--- src/ptd_pkg.sv ---
// ----------------------------------------------------------------------------
// ptd_pkg
// Types, register indexes, event codes and reset values shared by the
// presence timeout detector files.
// ----------------------------------------------------------------------------
package ptd_pkg;

    localparam int unsigned TIME_W    = 32;
    localparam int unsigned CFG_IDX_W = 8;
    localparam int unsigned EVENT_W   = 2;

    // register indexes
    localparam logic [CFG_IDX_W-1:0] REG_PRESENCE_TIMEOUT = CFG_IDX_W'(0);
    localparam logic [CFG_IDX_W-1:0] REG_SETTLE_TIME      = CFG_IDX_W'(1);
    localparam logic [CFG_IDX_W-1:0] REG_ALERT_COOLDOWN   = CFG_IDX_W'(2);
    localparam logic [CFG_IDX_W-1:0] REG_START_TIME       = CFG_IDX_W'(3);

    // register reset values
    localparam logic [TIME_W-1:0] RST_PRESENCE_TIMEOUT = TIME_W'(30000);
    localparam logic [TIME_W-1:0] RST_SETTLE_TIME      = TIME_W'(5000);
    localparam logic [TIME_W-1:0] RST_ALERT_COOLDOWN   = TIME_W'(5 * 60 * 1000);
    localparam logic [TIME_W-1:0] RST_START_TIME       = TIME_W'(0);

    // event codes
    localparam logic [EVENT_W-1:0] EV_NONE      = EVENT_W'(0);
    localparam logic [EVENT_W-1:0] EV_RISING    = EVENT_W'(1);
    localparam logic [EVENT_W-1:0] EV_TIMED_OUT = EVENT_W'(2);
    localparam logic [EVENT_W-1:0] EV_CANCELED  = EVENT_W'(3);

    // request codes
    localparam logic FUNC_POLL = 1'b0;
    localparam logic FUNC_TAKE = 1'b1;

    typedef struct packed {
        logic              func;
        logic [TIME_W-1:0] now_time;
        logic              sensor_level;
    } t_in_item;

    typedef struct packed {
        logic [EVENT_W-1:0] event_code;
        logic               latch_taken;
    } t_out_item;

    typedef struct packed {
        logic [TIME_W-1:0] presence_timeout;
        logic [TIME_W-1:0] settle_time;
        logic [TIME_W-1:0] alert_cooldown;
        logic [TIME_W-1:0] start_time;
    } t_cfg;

endpackage

--- src/ptd_if.sv ---
// ----------------------------------------------------------------------------
// ptd_if
// Valid/ready channels of the presence timeout detector: sample input,
// result output and register write.
// ----------------------------------------------------------------------------
interface ptd_in_if;
    import ptd_pkg::*;

    logic              valid;
    logic              ready;
    logic              func;
    logic [TIME_W-1:0] now_time;
    logic              sensor_level;

    modport source (output valid, func, now_time, sensor_level, input ready);
    modport sink   (input valid, func, now_time, sensor_level, output ready);
endinterface

interface ptd_out_if;
    import ptd_pkg::*;

    logic               valid;
    logic               ready;
    logic [EVENT_W-1:0] event_code;
    logic               latch_taken;

    modport source (output valid, event_code, latch_taken, input ready);
    modport sink   (input valid, event_code, latch_taken, output ready);
endinterface

interface ptd_cfg_if;
    import ptd_pkg::*;

    logic                 valid;
    logic                 ready;
    logic [CFG_IDX_W-1:0] index;
    logic [TIME_W-1:0]    data;

    modport source (output valid, index, data, input ready);
    modport sink   (input valid, index, data, output ready);
endinterface

--- src/presence_timeout_detector.sv ---
// ----------------------------------------------------------------------------
// presence_timeout_detector
// Path: input register, event logic, result register.
// Throughput: one item per cycle while the result is not stalled, set by the
// input register and the result register with the event logic between them.
// Reset: synchronous, active low; clears both stages, the detector state and
// loads the register defaults; configuration writes are always ready.
// ----------------------------------------------------------------------------
module presence_timeout_detector (
    input  logic      i_clk,
    input  logic      i_rst_n,
    ptd_in_if.sink    i_in,
    ptd_cfg_if.sink   i_cfg,
    ptd_out_if.source o_out
);
    import ptd_pkg::*;

    logic      r_in_valid;
    t_in_item  r_in;
    logic      r_out_valid;
    t_out_item r_out;

    t_cfg      cfg;
    t_out_item result;
    logic      advance;
    logic      in_xfer;

    assign advance     = r_in_valid && (!r_out_valid || o_out.ready);
    assign i_in.ready  = !r_in_valid || advance;
    assign in_xfer     = i_in.valid && i_in.ready;
    assign i_cfg.ready = 1'b1;

    ptd_cfg_regs u_cfg_regs (
        .i_clk      (i_clk),
        .i_rst_n    (i_rst_n),
        .i_wr_en    (i_cfg.valid),
        .i_wr_index (i_cfg.index),
        .i_wr_data  (i_cfg.data),
        .o_cfg      (cfg)
    );

    ptd_core u_core (
        .i_clk    (i_clk),
        .i_rst_n  (i_rst_n),
        .i_cfg    (cfg),
        .i_fire   (advance),
        .i_item   (r_in),
        .o_result (result)
    );

    always_ff @(posedge i_clk) begin
        if (!i_rst_n) begin
            r_in_valid  <= 1'b0;
            r_out_valid <= 1'b0;
        end else begin
            if (in_xfer) begin
                r_in_valid <= 1'b1;
            end else if (advance) begin
                r_in_valid <= 1'b0;
            end
            if (advance) begin
                r_out_valid <= 1'b1;
            end else if (o_out.ready) begin
                r_out_valid <= 1'b0;
            end
        end
    end

    always_ff @(posedge i_clk) begin
        if (in_xfer) begin
            r_in.func         <= i_in.func;
            r_in.now_time     <= i_in.now_time;
            r_in.sensor_level <= i_in.sensor_level;
        end
        if (advance) begin
            r_out <= result;
        end
    end

    assign o_out.valid       = r_out_valid;
    assign o_out.event_code  = r_out.event_code;
    assign o_out.latch_taken = r_out.latch_taken;

endmodule

--- src/ptd_cfg_regs.sv ---
// ----------------------------------------------------------------------------
// ptd_cfg_regs
// Configuration register file: timeout, settling time, cooldown and start
// time, written one at a time by index.
// ----------------------------------------------------------------------------
module ptd_cfg_regs (
    input  logic                          i_clk,
    input  logic                          i_rst_n,
    input  logic                          i_wr_en,
    input  logic [ptd_pkg::CFG_IDX_W-1:0] i_wr_index,
    input  logic [ptd_pkg::TIME_W-1:0]    i_wr_data,
    output ptd_pkg::t_cfg                 o_cfg
);
    import ptd_pkg::*;

    t_cfg r_cfg;

    always_ff @(posedge i_clk) begin
        if (!i_rst_n) begin
            r_cfg.presence_timeout <= RST_PRESENCE_TIMEOUT;
            r_cfg.settle_time      <= RST_SETTLE_TIME;
            r_cfg.alert_cooldown   <= RST_ALERT_COOLDOWN;
            r_cfg.start_time       <= RST_START_TIME;
        end else if (i_wr_en) begin
            case (i_wr_index)
                REG_PRESENCE_TIMEOUT: r_cfg.presence_timeout <= i_wr_data;
                REG_SETTLE_TIME:      r_cfg.settle_time      <= i_wr_data;
                REG_ALERT_COOLDOWN:   r_cfg.alert_cooldown   <= i_wr_data;
                REG_START_TIME:       r_cfg.start_time       <= i_wr_data;
                default: begin
                end
            endcase
        end
    end

    assign o_cfg = r_cfg;

endmodule

--- src/ptd_core.sv ---
// ----------------------------------------------------------------------------
// ptd_core
// Detector state and event logic: settling, rising edge, timeout with
// cooldown, cancellation and the timed-out latch.
// ----------------------------------------------------------------------------
module ptd_core (
    input  logic               i_clk,
    input  logic               i_rst_n,
    input  ptd_pkg::t_cfg      i_cfg,
    input  logic               i_fire,
    input  ptd_pkg::t_in_item  i_item,
    output ptd_pkg::t_out_item o_result
);
    import ptd_pkg::*;

    logic              r_prev_level;
    logic              r_window_open;
    logic [TIME_W-1:0] r_window_begin;
    logic [TIME_W-1:0] r_last_alert;
    logic              r_alert_latch;

    logic              n_prev_level;
    logic              n_window_open;
    logic [TIME_W-1:0] n_window_begin;
    logic [TIME_W-1:0] n_last_alert;
    logic              n_alert_latch;

    logic [TIME_W-1:0] since_start;
    logic [TIME_W-1:0] since_begin;
    logic [TIME_W-1:0] since_alert;
    logic              settling;
    logic              timeout_hit;
    logic              cooldown_ok;

    assign since_start = i_item.now_time - i_cfg.start_time;
    assign since_begin = i_item.now_time - r_window_begin;
    assign since_alert = i_item.now_time - r_last_alert;
    assign settling    = since_start < i_cfg.settle_time;
    assign timeout_hit = since_begin >= i_cfg.presence_timeout;
    assign cooldown_ok = (r_last_alert == '0) || (since_alert >= i_cfg.alert_cooldown);

    always_comb begin
        n_prev_level         = r_prev_level;
        n_window_open        = r_window_open;
        n_window_begin       = r_window_begin;
        n_last_alert         = r_last_alert;
        n_alert_latch        = r_alert_latch;
        o_result.event_code  = EV_NONE;
        o_result.latch_taken = 1'b0;
        if (i_item.func == FUNC_TAKE) begin
            o_result.latch_taken = r_alert_latch;
            n_alert_latch        = 1'b0;
        end else begin
            n_prev_level = i_item.sensor_level;
            if (settling) begin
                o_result.event_code = EV_NONE;
            end else if (!r_prev_level && i_item.sensor_level) begin
                n_window_open       = 1'b1;
                n_window_begin      = i_item.now_time;
                o_result.event_code = EV_RISING;
            end else if (r_window_open && i_item.sensor_level && timeout_hit
                         && cooldown_ok) begin
                n_alert_latch       = 1'b1;
                n_last_alert        = i_item.now_time;
                o_result.event_code = EV_TIMED_OUT;
            end else if (r_window_open && !i_item.sensor_level) begin
                n_window_open       = 1'b0;
                o_result.event_code = EV_CANCELED;
            end
        end
    end

    always_ff @(posedge i_clk) begin
        if (!i_rst_n) begin
            r_prev_level   <= 1'b0;
            r_window_open  <= 1'b0;
            r_window_begin <= '0;
            r_last_alert   <= '0;
            r_alert_latch  <= 1'b0;
        end else if (i_fire) begin
            r_prev_level   <= n_prev_level;
            r_window_open  <= n_window_open;
            r_window_begin <= n_window_begin;
            r_last_alert   <= n_last_alert;
            r_alert_latch  <= n_alert_latch;
        end
    end

endmodule

--- src/flat_wrapper.sv ---
// flat-port wrapper written by rule: the top's interface ports become plain ports
module presence_timeout_detector_flat import ptd_pkg::*;
  (i_clk, i_rst_n, i_in_valid, i_in_func, i_in_now_time, i_in_sensor_level, i_in_ready, i_cfg_valid, i_cfg_index, i_cfg_data, i_cfg_ready, o_out_valid, o_out_event_code, o_out_latch_taken, o_out_ready);
  ptd_in_if i_in_i ();
  ptd_cfg_if i_cfg_i ();
  ptd_out_if o_out_i ();
  input  logic i_clk;
  input  logic i_rst_n;
  input wire logic [$bits(i_in_i.valid)-1:0] i_in_valid;
  input wire logic [$bits(i_in_i.func)-1:0] i_in_func;
  input wire logic [$bits(i_in_i.now_time)-1:0] i_in_now_time;
  input wire logic [$bits(i_in_i.sensor_level)-1:0] i_in_sensor_level;
  output wire logic [$bits(i_in_i.ready)-1:0] i_in_ready;
  input wire logic [$bits(i_cfg_i.valid)-1:0] i_cfg_valid;
  input wire logic [$bits(i_cfg_i.index)-1:0] i_cfg_index;
  input wire logic [$bits(i_cfg_i.data)-1:0] i_cfg_data;
  output wire logic [$bits(i_cfg_i.ready)-1:0] i_cfg_ready;
  output wire logic [$bits(o_out_i.valid)-1:0] o_out_valid;
  output wire logic [$bits(o_out_i.event_code)-1:0] o_out_event_code;
  output wire logic [$bits(o_out_i.latch_taken)-1:0] o_out_latch_taken;
  input wire logic [$bits(o_out_i.ready)-1:0] o_out_ready;
  assign i_in_i.valid = i_in_valid;
  assign i_in_i.func = i_in_func;
  assign i_in_i.now_time = i_in_now_time;
  assign i_in_i.sensor_level = i_in_sensor_level;
  assign i_in_ready = i_in_i.ready;
  assign i_cfg_i.valid = i_cfg_valid;
  assign i_cfg_i.index = i_cfg_index;
  assign i_cfg_i.data = i_cfg_data;
  assign i_cfg_ready = i_cfg_i.ready;
  assign o_out_valid = o_out_i.valid;
  assign o_out_event_code = o_out_i.event_code;
  assign o_out_latch_taken = o_out_i.latch_taken;
  assign o_out_i.ready = o_out_ready;
  presence_timeout_detector u_core (.i_clk(i_clk), .i_rst_n(i_rst_n), .i_in(i_in_i), .i_cfg(i_cfg_i), .o_out(o_out_i));
endmodule
--- config.mk ---
export PLATFORM = sky130hd
export DESIGN_NAME = presence_timeout_detector_flat
export DESIGN_NICKNAME = d
export VERILOG_FILES = /design/src/ptd_pkg.sv /design/src/ptd_if.sv /design/src/presence_timeout_detector.sv /design/src/ptd_cfg_regs.sv /design/src/ptd_core.sv /design/src/flat_wrapper.sv
export SDC_FILE = /design/constraint.sdc
export NUM_CORES = 1
export LEC_CHECK = 0
export BUFFER_PORTS_ARGS = -buffer_cell sky130_fd_sc_hd__buf_4
export CAP_MARGIN = 20
export CORE_MARGIN = 4
export CORE_UTILIZATION = 62
export DETAILED_ROUTE_END_ITERATION = 8
export GPL_TIMING_DRIVEN = 0
export PLACE_DENSITY = 0.81
export SLEW_MARGIN = 20
export SYNTH_ARGS = -nofsm -noshare
export SYNTH_HDL_FRONTEND = slang
export SYNTH_HIERARCHICAL = 1
export SYNTH_SLANG_ARGS = --single-unit
--- constraint.sdc ---
create_clock -name i_clk -period 10.8 [get_ports i_clk]
set_input_delay 1.62 -clock i_clk [delete_from_list [all_inputs] [get_ports i_clk]]
set_output_delay 1.62 -clock i_clk [all_outputs]
set_load 0.005 [all_outputs]
==> summary.txt <==
Logic synthesis
  – Syn avg cell area: 8.86 um2
  – Seq/Total Area, Yosys: a little under a third
  – Post-synth top flop: dfxtp_1
  – Mapped cell area: about 16000 um2
  – Synth warn: 6
  – #FFs+latches synth: 234
  – Post-synth EDFFs: 37
  – Mapped Cells: roughly 1800
  – Syn_nets: between 2000 and 2500
  – Netlist cell types: 79
  – Async S/R FF share, synth: 0%

Finish
  – Layout cells sized above 1: a little under 9%
  – Cell area after layout: about 18000 um2
  – Nets: 2173
  – FF+latch area: a little over 5000 um2
  – Layout fillers: 1979
  – Commonest non-fill, non-tap cells in the layout: nand2_1 (248), inv_1 (203), dfxtp_1 (197)
  – Multi-input gate area: 9740 um2
  – Diode count: 0
  – Most common library cell in the layout ignoring fill and taps: nand2_1
  – Area Growth Syn to Fin: 12.3%

Setup path
  – Max FO, Critical Path: 10
  – R2r worst-path depth: 23
  – CP startpoint: u_core/r_in[1]
  – R2R Path Start: u_core/r_in[1]
  – Worst Setup End Kind: flop
  – WP data arrival: 7050 ps
  – Startpoint types: flop
  – Reg2reg setup slack: 4210 ps
  – Type of the worst setup path: flop to flop
  – End point of the critical path: u_core/u_core/r_last_alert[9]
  – R2r endpoint: u_core/u_core/r_last_alert[9]
  – Required time worst endpoint: roughly 11000 ps

Clock network
  – CTS HTree Levels: 1
  – Worst skew pair latency: 540 ps
  – CTS hold repair buffers: 0
  – Cts bufs inserted: 27
  – CTS tree: yes
  – CTS clk-pin slew, worst paths: roughly 60 ps
  – Max clock buf depth: 3
  – Clock root buffer: clkbuf_16
  – Clock sink count: 234
  – Post-CTS Setup Repair Bufs: 0
  – Post-cts gate resize count: 0

Floorplanning
  – Die area: around 28000 um2
  – Starting density of the core: 63.0%
  – Core area: 25200 um2
  – Die span in y: 168 um
  – Die Span X: 168 um
  – Rows: 58
  – Top Ports: 85

Routing
  – Initial DRC count: between 800 and 900
  – Antenna-violating nets left: 0
  – Routed WL per cell: 18.2 um
  – Via count: 12900
  – Routed wire length: 41100 um
  – DRC errors left: 0
  – TritonRoute pass-1 iters: 5
  – Vias per std cell: 5.73

STA
  – RSZ-0062 raised after global routing: no
  – Fmax: between 150 and 200 MHz
  – Setup TNS: 0 ps
  – Slew @ Worst Pin: 817 ps
  – Setup Skew: 9.62 ps
  – Final min period: approximately 6600 ps
  – Slew margin rel.: between 40% and 50%
  – Final Hold Viols: 0
  – Slew Viols, Final: 0
  – Final worst-path cycle share: between 60% and 70%
  – Setup-failing EPs final: 0

Global routing
  – Vias in the first global route: 12700
  – Initial antenna violation count: 0
  – Grt ovf: 0
  – Largest net degree at the start of global routing: 21
  – Wire length of the first global-routing pass: 64900 um
  – GRT Util Overall: 28.2%

Power and ir drop
  – Cell area power density: 125 nW/um2
  – Peak VDD IR: 0.118 mV
  – Leak: 0.00775 uW
  – Pwr Total: 2220 uW

Place
  – Post-DP Area: between 15000 and 20000 um2
  – Placer Congestion: 0.953
  – # port buffers: 83
  – DPL Wire Length: between 30000 and 40000 um

Run
  – Max-Cap Viols: 0

Hold path
  – Worst Hold Class: flop to flop

Run status
  – Status: finished clean
==> registers in the layout, summed over array words and instances, names as in the netlist <==
| name | cells |
|---|---|
| u_core/u_core/r_prev_level | 1 |
| u_core/r_in_valid | 1 |
| u_core/u_core/r_last_alert | 32 |
| u_core/o_out.event_code | 2 |
| u_core/o_out.valid | 1 |
| u_core/r_in | 34 |
| u_core/u_core/r_window_open | 1 |
| u_core/u_core/r_alert_latch | 1 |
| u_core/o_out.latch_taken | 1 |
| u_core/u_cfg_regs/o_cfg | 128 |
| u_core/u_core/r_window_begin | 32 |
==> cell type report <==
type	instances	area share [%]
Buffer	53	1.79
Clock inverter	8	0.386
Timing Repair Buffer	84	3.65
Clock buffer	42	4.50
Sequential cell	234	28.4
Tap cell	330	2.32
Inverter	203	4.28
Multi-Input combinational cell	1300	54.7
==> cells in the mapped netlist (24+ instances only) <==
master      n  share of area (%)
a21o_1     85                4.0
nor2b_1    83                3.3
nor2_1     56                1.3
mux2i_1   193                 12
o21ai_0    25               0.79
dfxtp_1   197                 25
o21ai_1    26               0.82
inv_1     203                4.8
ha_1      188                 15
a21oi_1    93                2.9
nand4_1    24               0.95
nand2_1   248                5.9
xnor2_1    62                3.4
clkbuf_1   33               0.78
edfxtp_1   37                7.0
==> where the power goes <==
group	total [uW]	switching [uW]	internal, uW
Combinational	398	221	177
Sequential	917	18.5	899
Clock	904	372	532
Total	2220	611	1610
==> how the worst min path moves through the flow <==
stage,startpoint,end,slack [ps],depth (start not counted)
floorplan,u_core/u_cfg_regs/o_cfg[102],u_core/u_cfg_regs/o_cfg[102],430,2
global placement,u_core/u_cfg_regs/o_cfg[99],u_core/u_cfg_regs/o_cfg[99],440,2
detailed placement,u_core/u_cfg_regs/o_cfg[127],u_core/u_cfg_regs/o_cfg[127],450,2
CTS,u_core/u_cfg_regs/o_cfg[79],u_core/u_cfg_regs/o_cfg[79],460,2
global route,u_core/u_cfg_regs/o_cfg[12],u_core/u_cfg_regs/o_cfg[12],470,2
finish,u_core/u_cfg_regs/o_cfg[69],u_core/u_cfg_regs/o_cfg[69],460,2
==> cells by family after synthesis <==
| kind of cell | after synthesis | share of synthesized area (%) |
|---|---|---|
| and+or+nand+nor | 502 | 15.3 |
| AOI/OAI and AO/OA | 329 | 14.0 |
| buffers and inverters | 256 | 6.82 |
| DFF | 234 | 31.9 |
| muxes | 193 | 12.2 |
| adders and majority gates | 191 | 15.2 |
| xor gates and xnor gates | 84 | 4.64 |
| other | 1 | 0.0236 |
==> critical path, stage by stage (launching register included) <==
cell	delay, ps
edfxtp_1	430
inv_1	150
ha_1	200
inv_1	60
fa_1	420
a21o_1	190
a21o_1	210
a21oi_1	490
a211oi_1	160
a21oi_1	330
a311oi_1	240
a21oi_1	400
o311ai_1	190
a21oi_1	220
xnor2_1	90
ha_1	290
nand4_1	120
nor2_1	240
o21ai_0	140
a21oi_1	270
o22ai_1	270
nor3_2	650
buf_2	490
mux2i_1	250
==> per-stage QoR <==
stage               cells  setup slack [ps]  hold WS, ps  util [%]
finish               2254              4210          456      70.7
CTS                  2254              4010          460      70.7
detailed placement   2204              4080          452      67.2
global route         2254              4030          472      70.7
global placement     2203              4210          444      67.1
floorplan            1790              5750          435         -
==> per-layer routing <==
metal | wire length [um] | up-vias | global-route usage [%]
li1 | - | 6385 | -
met1 | 17600 | 6096 | 36.1
met2 | 19600 | 355 | 48.9
met3 | 2160 | 88 | 3.22
met4 | 1710 | 0 | 11.0
met5 | 0 | - | 0
(Power assumes the default switching activity.)
